===== config.mk =====
export PLATFORM = sky130hd
export DESIGN_NAME = bc1_bc3_block_decoder
export DESIGN_NICKNAME = d
export VERILOG_FILES = /design/src/rtl/core/bcd_pkg.sv /design/src/rtl/core/bc1_bc3_block_decoder.sv /design/src/rtl/core/bcd_palette.sv /design/src/rtl/core/bcd_serializer.sv
export SDC_FILE = /design/constraint.sdc
export NUM_CORES = 2
export LEC_CHECK = 0
export ABC_AREA = 1
export ABC_CLOCK_PERIOD_IN_PS = 17750
export BUFFER_PORTS_ARGS = -buffer_cell sky130_fd_sc_hd__buf_2
export CORE_ASPECT_RATIO = 0.9
export CORE_UTILIZATION = 59
export CTS_CLUSTER_DIAMETER = 50
export DETAILED_ROUTE_END_ITERATION = 16
export HOLD_SLACK_MARGIN = 0.05
export PLACE_DENSITY = 0.79
export SETUP_SLACK_MARGIN = 0.15
export SYNTH_ARGS = -nofsm -noshare
export SYNTH_HDL_FRONTEND = slang
export SYNTH_HIERARCHICAL = 1
export SYNTH_SLANG_ARGS = --single-unit
export TNS_END_PERCENT = 5

===== constraint.sdc =====
create_clock -name i_clk -period 17.75 [get_ports i_clk]
set_input_delay 0 -clock i_clk [delete_from_list [all_inputs] [get_ports i_clk]]
set_output_delay 0 -clock i_clk [all_outputs]
set_load 0.005 [all_outputs]

===== src/rtl/core/bcd_pkg.sv =====
// Shared types and constants for the BC1/BC3 block decoder.
// No dependencies; every other file in rtl/core imports this package.
package bcd_pkg;

    // Reciprocal multipliers for division by small constants.
    // Each pair is exact over the full range of sums the decoder forms.
    localparam int unsigned DIV3_MUL    = 683;
    localparam int unsigned DIV3_SHIFT  = 11;
    localparam int unsigned DIV5_MUL    = 1639;
    localparam int unsigned DIV5_SHIFT  = 13;
    localparam int unsigned DIV7_MUL    = 2341;
    localparam int unsigned DIV7_SHIFT  = 14;
    localparam int unsigned DIV31_MUL   = 8457;
    localparam int unsigned DIV31_SHIFT = 18;
    localparam int unsigned DIV63_MUL   = 16645;
    localparam int unsigned DIV63_SHIFT = 20;

    localparam logic [7:0] OPAQUE = 8'd255;

    // One compressed block, as accepted on the input channel.
    typedef struct packed {
        logic [15:0] endpoint_color0;
        logic [15:0] endpoint_color1;
        logic [31:0] color_indices;
        logic [7:0]  endpoint_alpha0;
        logic [7:0]  endpoint_alpha1;
        logic [47:0] alpha_indices;
    } t_in_req;

    // One decoded pixel, as delivered on the output channel.
    typedef struct packed {
        logic [3:0] pixel_position;
        logic [7:0] red;
        logic [7:0] green;
        logic [7:0] blue;
        logic [7:0] opacity;
        logic       last_pixel;
    } t_out_req;

    typedef struct packed {
        logic [7:0] red;
        logic [7:0] green;
        logic [7:0] blue;
        logic [7:0] opacity;
    } t_rgba;

    // Fully expanded block handed from the palette pipeline to the serializer.
    typedef struct packed {
        t_rgba [3:0]      palette;
        logic [7:0][7:0]  alpha_tab;
        logic [31:0]      color_indices;
        logic [47:0]      alpha_indices;
        logic             bc3;
    } t_block;

endpackage


===== src/rtl/core/bc1_bc3_block_decoder.sv =====
// BC1/BC3 block decoder: one 4x4 compressed block in, sixteen RGBA pixels out.
// Throughput: one pixel per cycle while i_out_stall is low, set by the single-pixel
// output register; four blocks wait in the pipeline, plus the last pixel of a fifth.
// Reset (synchronous, active low) clears all valid flags and block_format (BC1).
// Depends on bcd_pkg, bcd_palette and bcd_serializer.
module bc1_bc3_block_decoder (
    input  logic              i_clk,
    input  logic              i_rst_n,
    // Configuration: block_format, 0 = BC1, 1 = BC3
    input  logic              i_cfg_we,
    input  logic              i_cfg_wdata,
    // Compressed block requests
    input  logic              i_in_valid,
    output logic              o_in_stall,
    input  bcd_pkg::t_in_req  i_in_req,
    // Decoded pixel requests
    output logic              o_out_valid,
    input  logic              i_out_stall,
    output bcd_pkg::t_out_req o_out_req
);
    import bcd_pkg::*;

    logic   r_block_format;
    logic   blk_valid, blk_ready;
    t_block blk;

    // Hold the format; the user must change it only while the decoder is idle (not enforced here).
    always_ff @(posedge i_clk) begin
        if (!i_rst_n) begin
            r_block_format <= 1'b0;
        end else if (i_cfg_we) begin
            r_block_format <= i_cfg_wdata;
        end
    end

    // Widen endpoints, form blend sums and the alpha table, then divide
    // out the palette entries; each of the three stages stalls independently.
    bcd_palette u_palette (
        .i_clk          (i_clk),
        .i_rst_n        (i_rst_n),
        .i_block_format (r_block_format),
        .i_in_valid     (i_in_valid),
        .o_in_stall     (o_in_stall),
        .i_in_req       (i_in_req),
        .o_blk_valid    (blk_valid),
        .i_blk_ready    (blk_ready),
        .o_blk          (blk)
    );

    // Emit the sixteen pixels in raster order; take the next block on the
    // cycle the last pixel leaves, so blocks follow without a gap.
    bcd_serializer u_serializer (
        .i_clk       (i_clk),
        .i_rst_n     (i_rst_n),
        .i_blk_valid (blk_valid),
        .o_blk_ready (blk_ready),
        .i_blk       (blk),
        .o_out_valid (o_out_valid),
        .i_out_stall (i_out_stall),
        .o_out_req   (o_out_req)
    );

endmodule


===== src/rtl/core/bcd_palette.sv =====
// Three-stage pipeline that builds the color palette and alpha table of a block.
// Depends on bcd_pkg.
module bcd_palette (
    input  logic            i_clk,
    input  logic            i_rst_n,
    input  logic            i_block_format,
    input  logic            i_in_valid,
    output logic            o_in_stall,
    input  bcd_pkg::t_in_req i_in_req,
    output logic            o_blk_valid,
    input  logic            i_blk_ready,
    output bcd_pkg::t_block o_blk
);
    import bcd_pkg::*;

    // Rounded widening: (v*255 + 15) / 31.
    function automatic logic [7:0] widen5(input logic [4:0] v);
        logic [31:0] p;
        p = (32'(v) * 32'd255 + 32'd15) * 32'(DIV31_MUL);
        return p[DIV31_SHIFT +: 8];
    endfunction

    // Rounded widening: (v*255 + 31) / 63.
    function automatic logic [7:0] widen6(input logic [5:0] v);
        logic [31:0] p;
        p = (32'(v) * 32'd255 + 32'd31) * 32'(DIV63_MUL);
        return p[DIV63_SHIFT +: 8];
    endfunction

    function automatic logic [7:0] div3(input logic [9:0] s);
        logic [23:0] p;
        p = 24'(s) * 24'(DIV3_MUL);
        return p[DIV3_SHIFT +: 8];
    endfunction

    function automatic logic [7:0] div5(input logic [10:0] s);
        logic [23:0] p;
        p = 24'(s) * 24'(DIV5_MUL);
        return p[DIV5_SHIFT +: 8];
    endfunction

    function automatic logic [7:0] div7(input logic [10:0] s);
        logic [23:0] p;
        p = 24'(s) * 24'(DIV7_MUL);
        return p[DIV7_SHIFT +: 8];
    endfunction

    // Stage 1: widened endpoints, mode, alpha sums.
    logic                    r1_valid;
    logic [2:0][7:0]         r1_ep0, r1_ep1, n1_ep0, n1_ep1;
    logic                    r1_four, r1_bc3, r1_a_gt;
    logic [7:0]              r1_a0, r1_a1;
    logic [5:0][10:0]        r1_asum7, n1_asum7;
    logic [3:0][10:0]        r1_asum5, n1_asum5;
    logic [31:0]             r1_cidx;
    logic [47:0]             r1_aidx;

    // Stage 2: color sums, alpha table.
    logic                    r2_valid;
    logic [2:0][7:0]         r2_ep0, r2_ep1, r2_mid, n2_mid;
    logic [2:0][9:0]         r2_sum2, r2_sum3, n2_sum2, n2_sum3;
    logic                    r2_four, r2_bc3;
    logic [7:0][7:0]         r2_atab, n2_atab;
    logic [31:0]             r2_cidx;
    logic [47:0]             r2_aidx;

    // Stage 3: finished block.
    logic                    r3_valid;
    t_block                  r3_blk, n3_blk;

    logic adv1, adv2, adv3;

    assign adv3       = !r3_valid || i_blk_ready;
    assign adv2       = !r2_valid || adv3;
    assign adv1       = !r1_valid || adv2;
    assign o_in_stall = !adv1;
    assign o_blk_valid = r3_valid;
    assign o_blk       = r3_blk;

    always_comb begin
        logic [8:0] mid;
        n1_ep0[0] = widen5(i_in_req.endpoint_color0[15:11]);
        n1_ep0[1] = widen6(i_in_req.endpoint_color0[10:5]);
        n1_ep0[2] = widen5(i_in_req.endpoint_color0[4:0]);
        n1_ep1[0] = widen5(i_in_req.endpoint_color1[15:11]);
        n1_ep1[1] = widen6(i_in_req.endpoint_color1[10:5]);
        n1_ep1[2] = widen5(i_in_req.endpoint_color1[4:0]);
        for (int k = 1; k <= 6; k++) begin
            n1_asum7[k-1] = 11'((7 - k) * int'(i_in_req.endpoint_alpha0)
                                + k * int'(i_in_req.endpoint_alpha1) + 3);
        end
        for (int k = 1; k <= 4; k++) begin
            n1_asum5[k-1] = 11'((5 - k) * int'(i_in_req.endpoint_alpha0)
                                + k * int'(i_in_req.endpoint_alpha1) + 2);
        end

        for (int c = 0; c < 3; c++) begin
            n2_sum2[c] = {1'b0, r1_ep0[c], 1'b0} + {2'b00, r1_ep1[c]} + 10'd1;
            n2_sum3[c] = {2'b00, r1_ep0[c]} + {1'b0, r1_ep1[c], 1'b0} + 10'd1;
            mid        = {1'b0, r1_ep0[c]} + {1'b0, r1_ep1[c]} + 9'd1;
            n2_mid[c]  = mid[8:1];
        end
        n2_atab[0] = r1_a0;
        n2_atab[1] = r1_a1;
        if (r1_a_gt) begin
            for (int k = 0; k < 6; k++) begin
                n2_atab[k+2] = div7(r1_asum7[k]);
            end
        end else begin
            for (int k = 0; k < 4; k++) begin
                n2_atab[k+2] = div5(r1_asum5[k]);
            end
            n2_atab[6] = 8'd0;
            n2_atab[7] = OPAQUE;
        end

        n3_blk.palette[0] = {r2_ep0[0], r2_ep0[1], r2_ep0[2], OPAQUE};
        n3_blk.palette[1] = {r2_ep1[0], r2_ep1[1], r2_ep1[2], OPAQUE};
        if (r2_four) begin
            n3_blk.palette[2] = {div3(r2_sum2[0]), div3(r2_sum2[1]), div3(r2_sum2[2]), OPAQUE};
            n3_blk.palette[3] = {div3(r2_sum3[0]), div3(r2_sum3[1]), div3(r2_sum3[2]), OPAQUE};
        end else begin
            // Three-color mode: midpoint plus transparent black.
            n3_blk.palette[2] = {r2_mid[0], r2_mid[1], r2_mid[2], OPAQUE};
            n3_blk.palette[3] = '0;
        end
        n3_blk.alpha_tab     = r2_atab;
        n3_blk.color_indices = r2_cidx;
        n3_blk.alpha_indices = r2_aidx;
        n3_blk.bc3           = r2_bc3;
    end

    always_ff @(posedge i_clk) begin
        if (!i_rst_n) begin
            r1_valid <= 1'b0;
            r2_valid <= 1'b0;
            r3_valid <= 1'b0;
        end else begin
            if (adv1) r1_valid <= i_in_valid;
            if (adv2) r2_valid <= r1_valid;
            if (adv3) r3_valid <= r2_valid;
        end
    end

    always_ff @(posedge i_clk) begin
        if (adv1) begin
            r1_ep0   <= n1_ep0;
            r1_ep1   <= n1_ep1;
            r1_bc3   <= i_block_format;
            r1_four  <= i_block_format
                        || (i_in_req.endpoint_color0 > i_in_req.endpoint_color1);
            r1_a_gt  <= i_in_req.endpoint_alpha0 > i_in_req.endpoint_alpha1;
            r1_a0    <= i_in_req.endpoint_alpha0;
            r1_a1    <= i_in_req.endpoint_alpha1;
            r1_asum7 <= n1_asum7;
            r1_asum5 <= n1_asum5;
            r1_cidx  <= i_in_req.color_indices;
            r1_aidx  <= i_in_req.alpha_indices;
        end
        if (adv2) begin
            r2_ep0  <= r1_ep0;
            r2_ep1  <= r1_ep1;
            r2_mid  <= n2_mid;
            r2_sum2 <= n2_sum2;
            r2_sum3 <= n2_sum3;
            r2_four <= r1_four;
            r2_bc3  <= r1_bc3;
            r2_atab <= n2_atab;
            r2_cidx <= r1_cidx;
            r2_aidx <= r1_aidx;
        end
        if (adv3) begin
            r3_blk <= n3_blk;
        end
    end

endmodule


===== src/rtl/core/bcd_serializer.sv =====
// Walks one expanded block pixel by pixel into the output register.
// Depends on bcd_pkg.
module bcd_serializer (
    input  logic             i_clk,
    input  logic             i_rst_n,
    input  logic             i_blk_valid,
    output logic             o_blk_ready,
    input  bcd_pkg::t_block  i_blk,
    output logic             o_out_valid,
    input  logic             i_out_stall,
    output bcd_pkg::t_out_req o_out_req
);
    import bcd_pkg::*;

    logic       r_busy;
    logic [3:0] r_cnt;
    t_block     r_blk, n_blk;
    logic       r_out_valid;
    t_out_req   r_out, n_out;

    logic  out_free, emit, last;
    t_rgba pal;

    assign out_free    = !r_out_valid || !i_out_stall;
    assign emit        = r_busy && out_free;
    assign last        = (r_cnt == '1);
    assign o_blk_ready = !r_busy || (emit && last);
    assign o_out_valid = r_out_valid;
    assign o_out_req   = r_out;

    always_comb begin
        pal = r_blk.palette[r_blk.color_indices[1:0]];
        n_out.pixel_position = r_cnt;
        n_out.red            = pal.red;
        n_out.green          = pal.green;
        n_out.blue           = pal.blue;
        n_out.opacity        = r_blk.bc3 ? r_blk.alpha_tab[r_blk.alpha_indices[2:0]]
                                         : pal.opacity;
        n_out.last_pixel     = last;

        // Advance to the next pixel's indices.
        n_blk               = r_blk;
        n_blk.color_indices = r_blk.color_indices >> 2;
        n_blk.alpha_indices = r_blk.alpha_indices >> 3;
    end

    always_ff @(posedge i_clk) begin
        if (!i_rst_n) begin
            r_busy      <= 1'b0;
            r_out_valid <= 1'b0;
        end else begin
            if (i_blk_valid && o_blk_ready) begin
                r_busy <= 1'b1;
            end else if (emit && last) begin
                r_busy <= 1'b0;
            end
            if (out_free) r_out_valid <= emit;
        end
    end

    always_ff @(posedge i_clk) begin
        if (i_blk_valid && o_blk_ready) begin
            r_blk <= i_blk;
            r_cnt <= '0;
        end else if (emit) begin
            r_blk <= n_blk;
            r_cnt <= r_cnt + 4'd1;
        end
        if (emit) r_out <= n_out;
    end

endmodule


==> metrics.md <==
| Metric | Value |
|---|---|
| Peak per-stage delay on the critical path | around 0.56 ns |
| Routed WL | about 230000 um |
| Core Region | 0.1626 sq mm |
| Fmax achieved | 0.1569 GHz |
| Final TNS setup | 0 ns |
| Inserted Clock Buffers | 134 |
| CTS clock-pin slew for the worst setup and hold paths | 0.05 ns |
| Largest net degree at the start of global routing | 181 |
| Startpoint Class | input port |
| Worst slew margin relative to its limit | 0.1633 |
| Hpwl dp | 179000 um |
| Final hold violation count | 0 |
| Area of the mapped netlist | about 0.097 sq mm |
| Most frequent cells after synthesis | sky130_fd_sc_hd__inv_1 (2009), sky130_fd_sc_hd__ha_1 (1839), sky130_fd_sc_hd__nand2_1 (1765) |
| Seq cells post-synth | 1088 |
| Post-Synthesis Mean Instance Area | 9.361 sq um |
| Starting utilization of the core area | 0.5968 |
| Count of synthesis-stage warnings from yosys | 6 |
| Number of antenna violations at the first check in global routing | 11 |
| Proportion of register bits with asynchronous set or reset after synthesis | 0 |
| Number of standard cells after synthesis | roughly 10000 |
| Share of cells above drive strength 1 | 0.04359 |
| CTS Root Buffer Type | sky130_fd_sc_hd__clkbuf_16 |
| Die height | about 390 um |
| Placed insts | 12600 |
| Final Net Count | 13270 |
| Length of the first detailed-routing pass in iterations | 6 |
| Max-cap violations | 0 |
| Post-CTS Hold Buffers | 187 |
| TritonCTS clock tree | yes |
| Filler instances | 12650 |
| Worst min path class | in -> reg |
| Crit end category | flip-flop |
| Largest fanout on the critical path | 5 |
| Slowest cell on the critical path | sky130_fd_sc_hd__fa_1 |
| Minimum clock period | 6.373 ns |
| Number of unique standard cell types used by synthesis | 57 |
| IO Pins | 173 |
| Number of cells in the finished layout apart from fillers | 13030 |
| Outcome | finished clean |
| Post-synth EDFFs | 1078 |
| I/O Buffers | approximately 170 |
| Drt via density | between 5 and 6 |
| Part of the cycle the worst path needs | 0.3590 |
| Maximum clock path buffer count | 3 |
| Required time worst endpoint | 18.30 ns |
| Area share of the largest cell type after synthesis | 0.3337 |
| Top cells by area in the synthesized netlist | sky130_fd_sc_hd__edfxtp_1 (33%), sky130_fd_sc_hd__ha_1 (24%), sky130_fd_sc_hd__fa_1 (10%), sky130_fd_sc_hd__inv_1 (7.8%), sky130_fd_sc_hd__nand2_1 (6.8%) |
| Most frequent cell on the critical path | sky130_fd_sc_hd__ha_1 |
| Setup repair after global routing missed its margin | false |
| Dominant synthesized flop cell | sky130_fd_sc_hd__edfxtp_1 |
| Remaining antenna violation count after routing | 0 |
| DIE WIDTH | about 430 um |
| Number of remaining DRC errors | 0 |
| Standard-cell row count | between 100 and 150 |
| Post-synthesis to final-layout area growth | 9.888% |
| Routability-driven placement congestion ratio | ~0.96 |
| Clock latency on the worst-skew pair | 0.80 ns |
| Setup bufs post-CTS | 0 |
| Crit Path Class | in -> reg |
| Number of vias after detailed routing | 72240 |
| Final global-route overflow total | 0 |
| Number of clock sinks | 1088 |
| # setup viols final | 0 |
| Max Slew Vio Count | 0 |
| Crit path DAT | between 6 and 7 ns |
| Number of global-route vias before repair | approximately 73000 |
| H-tree depth | 4 |
| Number of DRC markers in iteration 0 | 5386 |
| Routed wirelength normalized by instance count | between 15 and 20 um |
| Area of the die | 0.1661 sq mm |
| Synth area leader | sky130_fd_sc_hd__edfxtp_1 |
| Slew at the pin with the worst max-slew slack | 1.255 ns |
| Most common cell in the netlist | sky130_fd_sc_hd__inv_1 |
| Clock skew | 0.06588 ns |
| Total routing usage reported by global routing | 0.2806 |
| Global-route wire length before repair | approximately 370000 um |
| Post-cts repair resize count | 0 |
| Sequential share of the synthesized area | 0.3357 |
==> critical path, delay by kind of cell <==
kind | cells | cell delay (ns)
adder cells (fa/ha/maj) | 10 | 3.69
buffers and inverters | 4 | 0.92
AND/OR/NAND/NOR | 5 | 0.46
XOR/XNOR | 1 | 0.49
AO/OA/AOI/OAI | 6 | 1.37
==> metal layers <==
| layer | wire length (um) | track usage |
|---|---|---|
| met1 | 106100 | 0.3973 |
| met2 | 105300 | 0.4484 |
| met3 | 15220 | 0.04214 |
| met4 | 5804 | 0.07701 |
| met5 | 74 | 0 |
==> metrics by stage <==
step             util  cell area (sq um)  setup WS (ns)  hold WS, ns
6_report       0.6558             106600          11.38       0.1030
3_5_place_dp   0.6162             100200          10.89       0.1783
4_1_cts        0.6557             106600          11.48      0.05202
2_1_floorplan       -              97100          2.358      0.09887
5_1_grt        0.6557             106600          10.99       0.1345
3_3_place_gp   0.6162             100200          10.96       0.1774
==> worst paths after layout <==
kind	start	to	slack, ns	depth (start not counted)
setup reg to reg	u_palette/r1_a0[0]	u_palette/n3_blk[106]	12.34	16
hold reg to reg	u_palette/n3_blk[93]	u_palette/o_blk[93]	0.38	0
setup / recovery	i_in_req[112]	u_palette/r1_ep0[22]	11.38	26
hold / removal	i_in_req[117]	u_palette/r1_ep0[9]	0.10	7
==> cell families after synthesis <==
family	count (synthesis)	synth area share
fa+ha+maj	2346	0.3418
compound gates	1267	0.07160
buf+inv	2129	0.08520
simple gates	3231	0.1380
xor+xnor	302	0.02765
flops	1088	0.3357
other cells	1	0.00003865
==> cell usage in the layout (no fill, tap or decap), types with 25 or more instances in the layout <==
master / synthesis / routed
sky130_fd_sc_hd__a21boi_0: 28 / 28
sky130_fd_sc_hd__a21o_1: 51 / 51
sky130_fd_sc_hd__a21oi_1: 631 / 631
sky130_fd_sc_hd__buf_2: 29 / 172
sky130_fd_sc_hd__clkbuf_16: 0 / 134
sky130_fd_sc_hd__dlygate4sd3_1: 0 / 187
sky130_fd_sc_hd__edfxtp_1: 1078 / 1078
sky130_fd_sc_hd__fa_1: 507 / 507
sky130_fd_sc_hd__ha_1: 1839 / 1839
sky130_fd_sc_hd__inv_1: 2009 / 2006
sky130_fd_sc_hd__nand2_1: 1765 / 1764
sky130_fd_sc_hd__nand2_2: 25 / 25
sky130_fd_sc_hd__nand3_1: 433 / 433
sky130_fd_sc_hd__nand4_1: 108 / 108
sky130_fd_sc_hd__nor2_1: 735 / 735
sky130_fd_sc_hd__nor3_1: 88 / 88
sky130_fd_sc_hd__o21ai_0: 370 / 369
sky130_fd_sc_hd__o21bai_1: 66 / 66
sky130_fd_sc_hd__xnor2_1: 98 / 98
sky130_fd_sc_hd__xor2_1: 199 / 199
==> sequential cells by signal (all words and copies together), names as in the netlist, 4 cells and up <==
register	flops
u_palette/n3_blk	112
u_palette/o_blk	242
u_palette/r1_a0	8
u_palette/r1_a1	8
u_palette/r1_aidx	48
u_palette/r1_asum5	38
u_palette/r1_asum7	63
u_palette/r1_cidx	32
u_palette/r1_ep0	24
u_palette/r1_ep1	24
u_palette/r2_aidx	48
u_palette/r2_cidx	32
u_palette/r2_mid	24
u_palette/r2_sum2	30
u_palette/r2_sum3	30
u_serializer/n_blk	268
u_serializer/o_out_req	37
u_serializer/r_blk	5
u_serializer/r_cnt	4
==> cell type report <==
cell class                      count  area, sq um  share of cell area
Antenna cell                        7        17.52           0.0001643
Clock buffer                      152         3421             0.03209
Clock inverter                     93         1131             0.01061
Inverter                         2011         7572             0.07103
Multi-Input combinational cell   7170        56290              0.5280
Sequential cell                  1088        32570              0.3055
Tap cell                         2130         2665             0.02500
Timing Repair Buffer              383         2938             0.02756
Power is left out: the tool's default activity adds up to more than one toggle a clock period on the data nets, which glitch-free logic cannot reach.
